[config.mk]
export PLATFORM = sky130hd
export DESIGN_NAME = tensor_axis_roll_address_gen
export DESIGN_NICKNAME = d
export VERILOG_FILES = /design/src/rtl/tarag_pkg.sv /design/src/rtl/tensor_axis_roll_address_gen.sv
export SDC_FILE = /design/constraint.sdc
export NUM_CORES = 2
export LEC_CHECK = 0
export BUFFER_PORTS_ARGS = -buffer_cell sky130_fd_sc_hd__buf_2
export CAP_MARGIN = 10
export CORE_ASPECT_RATIO = 0.9
export CORE_MARGIN = 2
export CORE_UTILIZATION = 30
export CTS_CLUSTER_SIZE = 30
export DETAILED_ROUTE_END_ITERATION = 16
export SYNTH_ARGS = -nofsm -noshare
export SYNTH_HDL_FRONTEND = slang
export SYNTH_SLANG_ARGS = --single-unit
export TNS_END_PERCENT = 10
[constraint.sdc]
create_clock -name i_clk -period 20.4 [get_ports i_clk]
set_input_delay 2.04 -clock i_clk [delete_from_list [all_inputs] [get_ports i_clk]]
set_output_delay 2.04 -clock i_clk [all_outputs]
set_load 0.1 [all_outputs]
[src/rtl/tarag_pkg.sv]
// Package with the types and constants of the rolled-axis tensor address generator.
package tarag_pkg;

    localparam int OFFSET_W   = 48;
    localparam int INDEX_W    = 12;
    localparam int SIZE_W     = 13;
    localparam int CFG_DATA_W = 13;
    localparam int CFG_IDX_W  = 3;
    localparam int SIZE_REGS  = 4;
    localparam logic [SIZE_W-1:0] MAX_SIZE = 13'd4096;

    typedef enum logic [CFG_IDX_W-1:0] {
        CFG_NUM_DIMS      = 3'd0,
        CFG_SOURCE_AXIS   = 3'd1,
        CFG_DEST_POSITION = 3'd2,
        CFG_DIM_SIZE_0    = 3'd3,
        CFG_DIM_SIZE_1    = 3'd4,
        CFG_DIM_SIZE_2    = 3'd5,
        CFG_DIM_SIZE_3    = 3'd6
    } t_cfg_index;

    typedef enum logic [1:0] {
        SEQ_IDLE,
        SEQ_STRIDE,
        SEQ_TERM
    } t_seq_state;

    typedef struct packed {
        logic [OFFSET_W-1:0] source_offset;
        logic [OFFSET_W-1:0] result_offset;
        logic                last_element;
        logic                axis_error;
    } t_result;

    function automatic logic [SIZE_W-1:0] size_clamp(input logic [SIZE_W-1:0] s);
        logic [SIZE_W-1:0] r;
        r = s;
        if (s == '0) begin
            r = SIZE_W'(1);
        end else if (s > MAX_SIZE) begin
            r = MAX_SIZE;
        end
        return r;
    endfunction

endpackage

[src/rtl/tensor_axis_roll_address_gen.sv]
// Top level of the rolled-axis tensor address generator.
// A result is registered when its input transaction is accepted.
// Throughput: one transaction per cycle unless setup or a full skid register stalls the input;
// a skid register takes one more while the output stalls. After reset and after every configuration
// write, a setup pass computes strides, then wrap terms and offset deltas, with two narrow multipliers.
// Reset is synchronous and active low; it loads the register defaults and restarts the walk.
module tensor_axis_roll_address_gen
    import tarag_pkg::*;
#(
    parameter int MAX_DIMS = 4
) (
    input  logic                  i_clk,
    input  logic                  i_rst_n,
    input  logic                  i_cfg_we,
    input  logic [CFG_IDX_W-1:0]  i_cfg_index,
    input  logic [CFG_DATA_W-1:0] i_cfg_data,
    input  logic                  i_in_valid,
    output logic                  o_in_stall,
    input  logic                  i_restart,
    output logic                  o_out_valid,
    input  logic                  i_out_stall,
    output logic [OFFSET_W-1:0]   o_source_offset,
    output logic [OFFSET_W-1:0]   o_result_offset,
    output logic                  o_last_element,
    output logic                  o_axis_error
);

    localparam int IW = (MAX_DIMS > 1) ? $clog2(MAX_DIMS) : 1;

    logic [2:0]              r_num_dims;
    logic signed [2:0]       r_src_axis;
    logic signed [3:0]       r_dest_pos;
    logic [SIZE_W-1:0]       r_dim [SIZE_REGS];

    t_seq_state              r_state, n_state;
    logic [IW-1:0]           r_cnt;
    logic [OFFSET_W-1:0]     r_run;
    logic [OFFSET_W-1:0]     r_stride [MAX_DIMS];
    logic [OFFSET_W-1:0]     r_delta [MAX_DIMS];
    logic [INDEX_W-1:0]      r_rmax [MAX_DIMS];
    logic [OFFSET_W-1:0]     r_prod;
    logic [OFFSET_W-1:0]     r_spd;
    logic [IW-1:0]           r_cd;
    logic                    r_pv;
    logic [OFFSET_W-1:0]     r_acc;
    logic                    busy;

    logic [INDEX_W-1:0]      r_idx [MAX_DIMS];
    logic [OFFSET_W-1:0]     r_src;
    logic [OFFSET_W-1:0]     r_flat;

    t_result                 r_out, r_skid, n_res;
    logic                    r_out_valid, r_skid_valid;

    logic                    cfg_write;
    logic                    in_accept;
    logic                    out_take;

    logic signed [4:0]       n5, ax5, st5, ax_n, st_n, st_a, c5, perm_c5;
    logic                    scalar, axis_err;
    logic [IW-1:0]           perm_c, seq_addr;
    logic [SIZE_W-1:0]       size_a;
    logic [OFFSET_W-1:0]     stride_a;
    logic [INDEX_W-1:0]      rm;

    logic [INDEX_W-1:0]      cur_idx [MAX_DIMS];
    logic [INDEX_W-1:0]      n_idx [MAX_DIMS];
    logic [OFFSET_W-1:0]     cur_src, cur_flat, n_src, n_flat;
    logic [IW-1:0]           jsel;
    logic                    last;

    assign cfg_write = i_cfg_we && (i_cfg_index <= CFG_DIM_SIZE_3);
    assign o_in_stall = r_skid_valid || busy;
    assign in_accept = i_in_valid && !o_in_stall;
    assign out_take = r_out_valid && !i_out_stall;

    // Axis normalization and error checks.
    always_comb begin
        n5   = signed'({2'b00, r_num_dims});
        ax5  = {{2{r_src_axis[2]}}, r_src_axis};
        st5  = {r_dest_pos[3], r_dest_pos};
        ax_n = (ax5 < 0) ? ax5 + n5 : ax5;
        st_n = (st5 < 0) ? st5 + n5 : st5;
        scalar = (r_num_dims == 3'd0);
        axis_err = !scalar && ((int'(r_num_dims) > MAX_DIMS) || (ax_n < 0) || (ax_n >= n5)
                   || (st_n < 0) || (st_n > n5));
        st_a = (ax_n < st_n) ? st_n - 5'sd1 : st_n;
    end

    // Source axis read by result axis r_cnt.
    always_comb begin
        c5 = signed'(5'(r_cnt));
        if (axis_err || scalar || (c5 >= n5)) begin
            perm_c5 = c5;
        end else if (c5 < st_a) begin
            perm_c5 = (c5 < ax_n) ? c5 : c5 + 5'sd1;
        end else if (c5 == st_a) begin
            perm_c5 = ax_n;
        end else begin
            perm_c5 = (c5 - 5'sd1 < ax_n) ? c5 - 5'sd1 : c5;
        end
        perm_c = IW'(perm_c5);
        seq_addr = (r_state == SEQ_STRIDE) ? r_cnt : perm_c;
        if ((int'(seq_addr) < SIZE_REGS) && (int'(seq_addr) < int'(r_num_dims))) begin
            size_a = size_clamp(r_dim[2'(seq_addr)]);
        end else begin
            size_a = SIZE_W'(1);
        end
        stride_a = r_stride[seq_addr];
        rm = (c5 < n5) ? INDEX_W'(size_a - SIZE_W'(1)) : '0;
    end

    always_comb begin
        n_state = r_state;
        busy = r_pv;
        case (r_state)
            SEQ_IDLE: begin
            end
            SEQ_STRIDE: begin
                busy = 1'b1;
                if (r_cnt == '0) begin
                    n_state = SEQ_TERM;
                end
            end
            SEQ_TERM: begin
                busy = 1'b1;
                if (r_cnt == '0) begin
                    n_state = SEQ_IDLE;
                end
            end
            default: begin
                n_state = SEQ_IDLE;
            end
        endcase
        if (cfg_write) begin
            n_state = SEQ_STRIDE;
        end
    end

    always_ff @(posedge i_clk) begin
        if (!i_rst_n) begin
            r_state <= SEQ_STRIDE;
        end else begin
            r_state <= n_state;
        end
    end

    always_ff @(posedge i_clk) begin
        if (!i_rst_n) begin
            r_num_dims <= 3'd1;
            r_src_axis <= '0;
            r_dest_pos <= '0;
            for (int i = 0; i < SIZE_REGS; i++) begin
                r_dim[i] <= SIZE_W'(1);
            end
        end else if (i_cfg_we) begin
            case (i_cfg_index)
                CFG_NUM_DIMS:      r_num_dims <= i_cfg_data[2:0];
                CFG_SOURCE_AXIS:   r_src_axis <= i_cfg_data[2:0];
                CFG_DEST_POSITION: r_dest_pos <= i_cfg_data[3:0];
                CFG_DIM_SIZE_0:    r_dim[0] <= i_cfg_data;
                CFG_DIM_SIZE_1:    r_dim[1] <= i_cfg_data;
                CFG_DIM_SIZE_2:    r_dim[2] <= i_cfg_data;
                CFG_DIM_SIZE_3:    r_dim[3] <= i_cfg_data;
                default: begin
                end
            endcase
        end
    end

    always_ff @(posedge i_clk) begin
        if (!i_rst_n) begin
            r_pv <= 1'b0;
        end else begin
            r_pv <= (r_state == SEQ_TERM) && !cfg_write;
        end
    end

    // Setup datapath: strides per source axis from the last down, then per result axis the wrap term and delta.
    always_ff @(posedge i_clk) begin
        if (!i_rst_n || cfg_write) begin
            r_cnt <= IW'(MAX_DIMS - 1);
            r_run <= OFFSET_W'(1);
        end else begin
            case (r_state)
                SEQ_STRIDE: begin
                    r_stride[r_cnt] <= r_run;
                    r_run <= OFFSET_W'(r_run * size_a);
                    r_acc <= '0;
                    r_cnt <= (r_cnt == '0) ? IW'(MAX_DIMS - 1) : r_cnt - IW'(1);
                end
                SEQ_TERM: begin
                    r_rmax[r_cnt] <= rm;
                    r_prod <= OFFSET_W'(rm * stride_a);
                    r_spd <= stride_a;
                    r_cd <= r_cnt;
                    r_cnt <= (r_cnt == '0) ? IW'(MAX_DIMS - 1) : r_cnt - IW'(1);
                end
                default: begin
                end
            endcase
            if (r_pv) begin
                r_delta[r_cd] <= r_spd - r_acc;
                r_acc <= r_acc + r_prod;
            end
        end
    end

    // Walk step for one transaction.
    always_comb begin
        for (int r = 0; r < MAX_DIMS; r++) begin
            cur_idx[r] = i_restart ? '0 : r_idx[r];
        end
        cur_src  = i_restart ? '0 : r_src;
        cur_flat = i_restart ? '0 : r_flat;
        last = 1'b1;
        jsel = '0;
        for (int r = 0; r < MAX_DIMS; r++) begin
            if (cur_idx[r] != r_rmax[r]) begin
                last = 1'b0;
                jsel = IW'(r);
            end
        end
        for (int r = 0; r < MAX_DIMS; r++) begin
            if (scalar || axis_err) begin
                n_idx[r] = cur_idx[r];
            end else if (last || (r > int'(jsel))) begin
                n_idx[r] = '0;
            end else if (r == int'(jsel)) begin
                n_idx[r] = cur_idx[r] + INDEX_W'(1);
            end else begin
                n_idx[r] = cur_idx[r];
            end
        end
        if (scalar || axis_err) begin
            n_src  = cur_src;
            n_flat = cur_flat;
        end else if (last) begin
            n_src  = '0;
            n_flat = '0;
        end else begin
            n_src  = cur_src + r_delta[jsel];
            n_flat = cur_flat + OFFSET_W'(1);
        end
        n_res = '0;
        if (scalar) begin
            n_res.last_element = 1'b1;
        end else if (axis_err) begin
            n_res.axis_error = 1'b1;
        end else begin
            n_res.source_offset = cur_src;
            n_res.result_offset = cur_flat;
            n_res.last_element  = last;
        end
    end

    always_ff @(posedge i_clk) begin
        if (!i_rst_n || cfg_write) begin
            for (int r = 0; r < MAX_DIMS; r++) begin
                r_idx[r] <= '0;
            end
            r_src  <= '0;
            r_flat <= '0;
        end else if (in_accept) begin
            r_idx  <= n_idx;
            r_src  <= n_src;
            r_flat <= n_flat;
        end
    end

    // Output register with a skid register behind it.
    always_ff @(posedge i_clk) begin
        if (!i_rst_n) begin
            r_out_valid  <= 1'b0;
            r_skid_valid <= 1'b0;
        end else if (!r_out_valid || out_take) begin
            if (r_skid_valid) begin
                r_out_valid  <= 1'b1;
                r_skid_valid <= 1'b0;
            end else begin
                r_out_valid  <= in_accept;
            end
        end else if (in_accept) begin
            r_skid_valid <= 1'b1;
        end
    end

    always_ff @(posedge i_clk) begin
        if (!r_out_valid || out_take) begin
            if (r_skid_valid) begin
                r_out <= r_skid;
            end else if (in_accept) begin
                r_out <= n_res;
            end
        end else if (in_accept) begin
            r_skid <= n_res;
        end
    end

    assign o_out_valid     = r_out_valid;
    assign o_source_offset = r_out.source_offset;
    assign o_result_offset = r_out.result_offset;
    assign o_last_element  = r_out.last_element;
    assign o_axis_error    = r_out.axis_error;

endmodule

==> run_results.csv <==
group,metric,value,unit
run_status,status,"complete, no violations",
setup_path,critPathTopFamily,"compound AO/OA/AOI/OAI gates",
die,start_util,0.301,
setup_path,startpoint_type,"register",
yosys,yosysTopAreaCell,"edfxtp_1",
yosys,synthCells,7925,
global_route,grt_pass1_vias,57900,
sta,fmax,0.0590,GHz
yosys,async_reset_ff_frac,0,
clock_tree,cts_hold_buffers,0,
power_and_ir_drop,p_per_area,58.5,nW/µm²
detailed_routing,viasPerCell,4.97,
placement,place_inst,11300,
die,core_area,264000,µm²
setup_path,critPathRequiredTime,20.89,ns
clock_tree,root_buffer,"clkbuf_16",
setup_path,crit_arrival,17.43,ns
sta,fin_crit,16.94,ns
sta,hold_violations,0,
yosys,synth_cell_types,94,
global_route,overflow,0,
clock_tree,cts-resized-gates,0,
yosys,ys_seq_area_frac,0.364,
power_and_ir_drop,power_leakage,34.3,nW
yosys,synth.area.top_cells,"edfxtp_1 31%, fa_1 21%, nand2_1 5.7%, dfxtp_1 5.3%, ha_1 4.9%",
setup_path,crit_type,"register to register",
clock_tree,post_cts_buffers,0,
layout,area_delta_synth_final,10.5,%
setup_path,cp_slowest_stage_delay,0.73,ns
setup_path,path_buf_inv,10,
clock_tree,cts_tree,"built",
sta,setup_viol,0,
detailed_routing,route.vias.total,57200,
yosys,synth_nets,9097,
job,maxCapViolCount,0,
detailed_routing,ant_nets,0,
detailed_routing,drcViolationCount,0,
sta,hold_ws,0.467,ns
detailed_routing,drt_iter0_markers,5055,
die,dieArea,270000,µm²
clock_tree,cts-buffers-inserted,108,
yosys,synth_area,79600,µm²
global_route,grt_max_degree,110,
global_route,antenna_found_initial,20,
clock_tree,clockBufferDepth,3,
global_route,grt_pass1_wl,339000,µm
detailed_routing,dr.pass1.iters,8,
sta,finalMaxSlewViolations,0,
setup_path,crit_path_end_kind,"register",
detailed_routing,routed_wl,216000,µm
sta,tightest_slew,1.19,ns
die,rows,179,
sta,clock_skew,0.0861,ns
power_and_ir_drop,ir_drop,0.0703,mV
detailed_routing,routedWlPerCell,18.8,µm
global_route,grt.total_usage,0.158,
setup_path,worstPathMaxFanout,72,
clock_tree,cts_max_level,3,
setup_path,slowest_stage,"buf_4",
layout,finalNonFillerCells,11500,
yosys,synth_top_flop_cell,"edfxtp_1",
yosys,yosysTopAreaCellShare,0.312,
clock_tree,clk_pin_slew_worst_paths,0.06,ns
placement,numPortBuffers,121,
die,die_h,493,µm
worst_hold_path,hold_class,"register to register",
die,pin_count,122,
sta,fin_crit_sh,0.830,
clock_tree,clock-sinks,1035,
yosys,avgSynthCellArea,10.0,µm²
placement,dp_hpwl,155000,µm
layout,drive_above_1_share,0.0775,
die,die_width,547,µm
yosys,synth_edf_count,826,
sta,rsz0062_at_grt,"no",
yosys,synth_seq_cells,1035,
layout,nets,9050,
yosys,yosysWarnings,0,
sta,slew_headroom,0.198,
placement,gp_congestion,0.889,
clock_tree,insertion_delay,0.78,ns
sta,fin_tns_setup,0,ns
power_and_ir_drop,power,0.00515,W
## kinds of logic (layout without fill, tap and decap cells)
logic type | after synthesis | in the layout | share of synthesized area
multiplexers | 229 | 229 | 0.0308
AND/OR/NAND/NOR | 2801 | 2801 | 0.165
AO/OA/AOI/OAI | 1090 | 1090 | 0.0876
flip-flops | 1035 | 1035 | 0.364
XOR/XNOR | 241 | 241 | 0.0279
other | 0 | 4 | 0
buffers and inverters | 1379 | 1427 | 0.0653
adder cells (fa/ha/maj) | 1150 | 1150 | 0.260
## sequential cells by signal (all words and copies together) (netlist names), 52 cells and up
signal	cells
r_delta	192
r_dim	52
r_stride	192
r_skid	98
## layer usage
| layer | part of all wire | wire length, µm | global-route usage |
|---|---|---|---|
| met1 | 0.47 | 102000 | 0.233 |
| met2 | 0.43 | 92600 | 0.240 |
| met3 | 0.077 | 16600 | 0.0288 |
| met4 | 0.022 | 4820 | 0.0359 |
| met5 | 0.00014 | 30 | 0 |
## tightest hold or removal path: cells and delay by family (launching register included)
kind            cells  cell delay [ns]
flops               1             0.32
compound gates      1             0.05
simple gates        1             0.05
## final cells by class
class	count	area, µm²
Tap cell	3529	4420
Clock inverter	68	846
Fill cell	26500	176000
Timing Repair Buffer	224	1390
Inverter	998	3750
Multi-Input combinational cell	5511	45700
Antenna cell	4	10.0
Sequential cell	1035	29000
Clock buffer	137	2870
## report_power, final
group | switching, W | internal [W] | leakage [nW]
Combinational | 0.000545 | 0.000202 | 23.5
Clock | 0.000917 | 0.00116 | 1.79
Sequential | 0.0000214 | 0.00230 | 8.98
## synth_stat cells, drive strengths merged (25+ instances only)
| master | instances |
|---|---|
| mux2i | 102 |
| and3 | 232 |
| o21bai | 26 |
| clkbuf | 344 |
| nor2b | 125 |
| a21o | 89 |
| edfxtp | 826 |
| nor2 | 524 |
| xor2 | 63 |
| a32oi | 30 |
| a31oi | 86 |
| mux2 | 127 |
| a211oi | 29 |
| o21ai | 300 |
| or3 | 25 |
| nand2b | 41 |
| fa | 837 |
| a21oi | 268 |
| a22oi | 41 |
| o21a | 31 |
| nand2 | 1206 |
| ha | 313 |
| xnor2 | 170 |
| nor3 | 98 |
| inv | 991 |
| and2 | 285 |
| o211ai | 39 |
| nand3 | 126 |
| nand4 | 31 |
| buf | 37 |
| dfxtp | 209 |
## through the flow
step | cell area [µm²] | setup slack [ns] | utilization
after detailed placement | 84300 | 3.48 | 0.319
after global routing | 88000 | 2.21 | 0.333
final | 88000 | 3.46 | 0.333
after floorplan | 79600 | 5.56 | -
after CTS | 88000 | 3.50 | 0.333
after global placement | 84300 | 3.97 | 0.319
## placed cells by master (no fill, tap or decap), types with 93 or more instances in the layout
cell type	instances
a21oi_1	259
and2_1	281
and3_1	228
buf_2	120
buf_4	103
clkbuf_16	110
dfxtp_1	208
edfxtp_1	826
fa_1	837
ha_1	312
inv_1	986
mux2_2	127
mux2i_1	102
nand2_1	1204
nand3_1	126
nor2_1	509
nor2b_1	125
nor3_1	93
o21ai_0	287
xnor2_1	170
## path summary, 6_finish.rpt
kind                                     from          to  slack [ns]  cells past startpoint
worst min-delay path                r_idx[44]   r_idx[44]        0.47                      2
worst max register to register  r_num_dims[0]  r_prod[46]        3.46                     54
worst min register to register      r_idx[44]   r_idx[44]        0.47                      2
worst max-delay path            r_num_dims[0]  r_prod[46]        3.46                     54
Power figures use the tool's default switching activity.
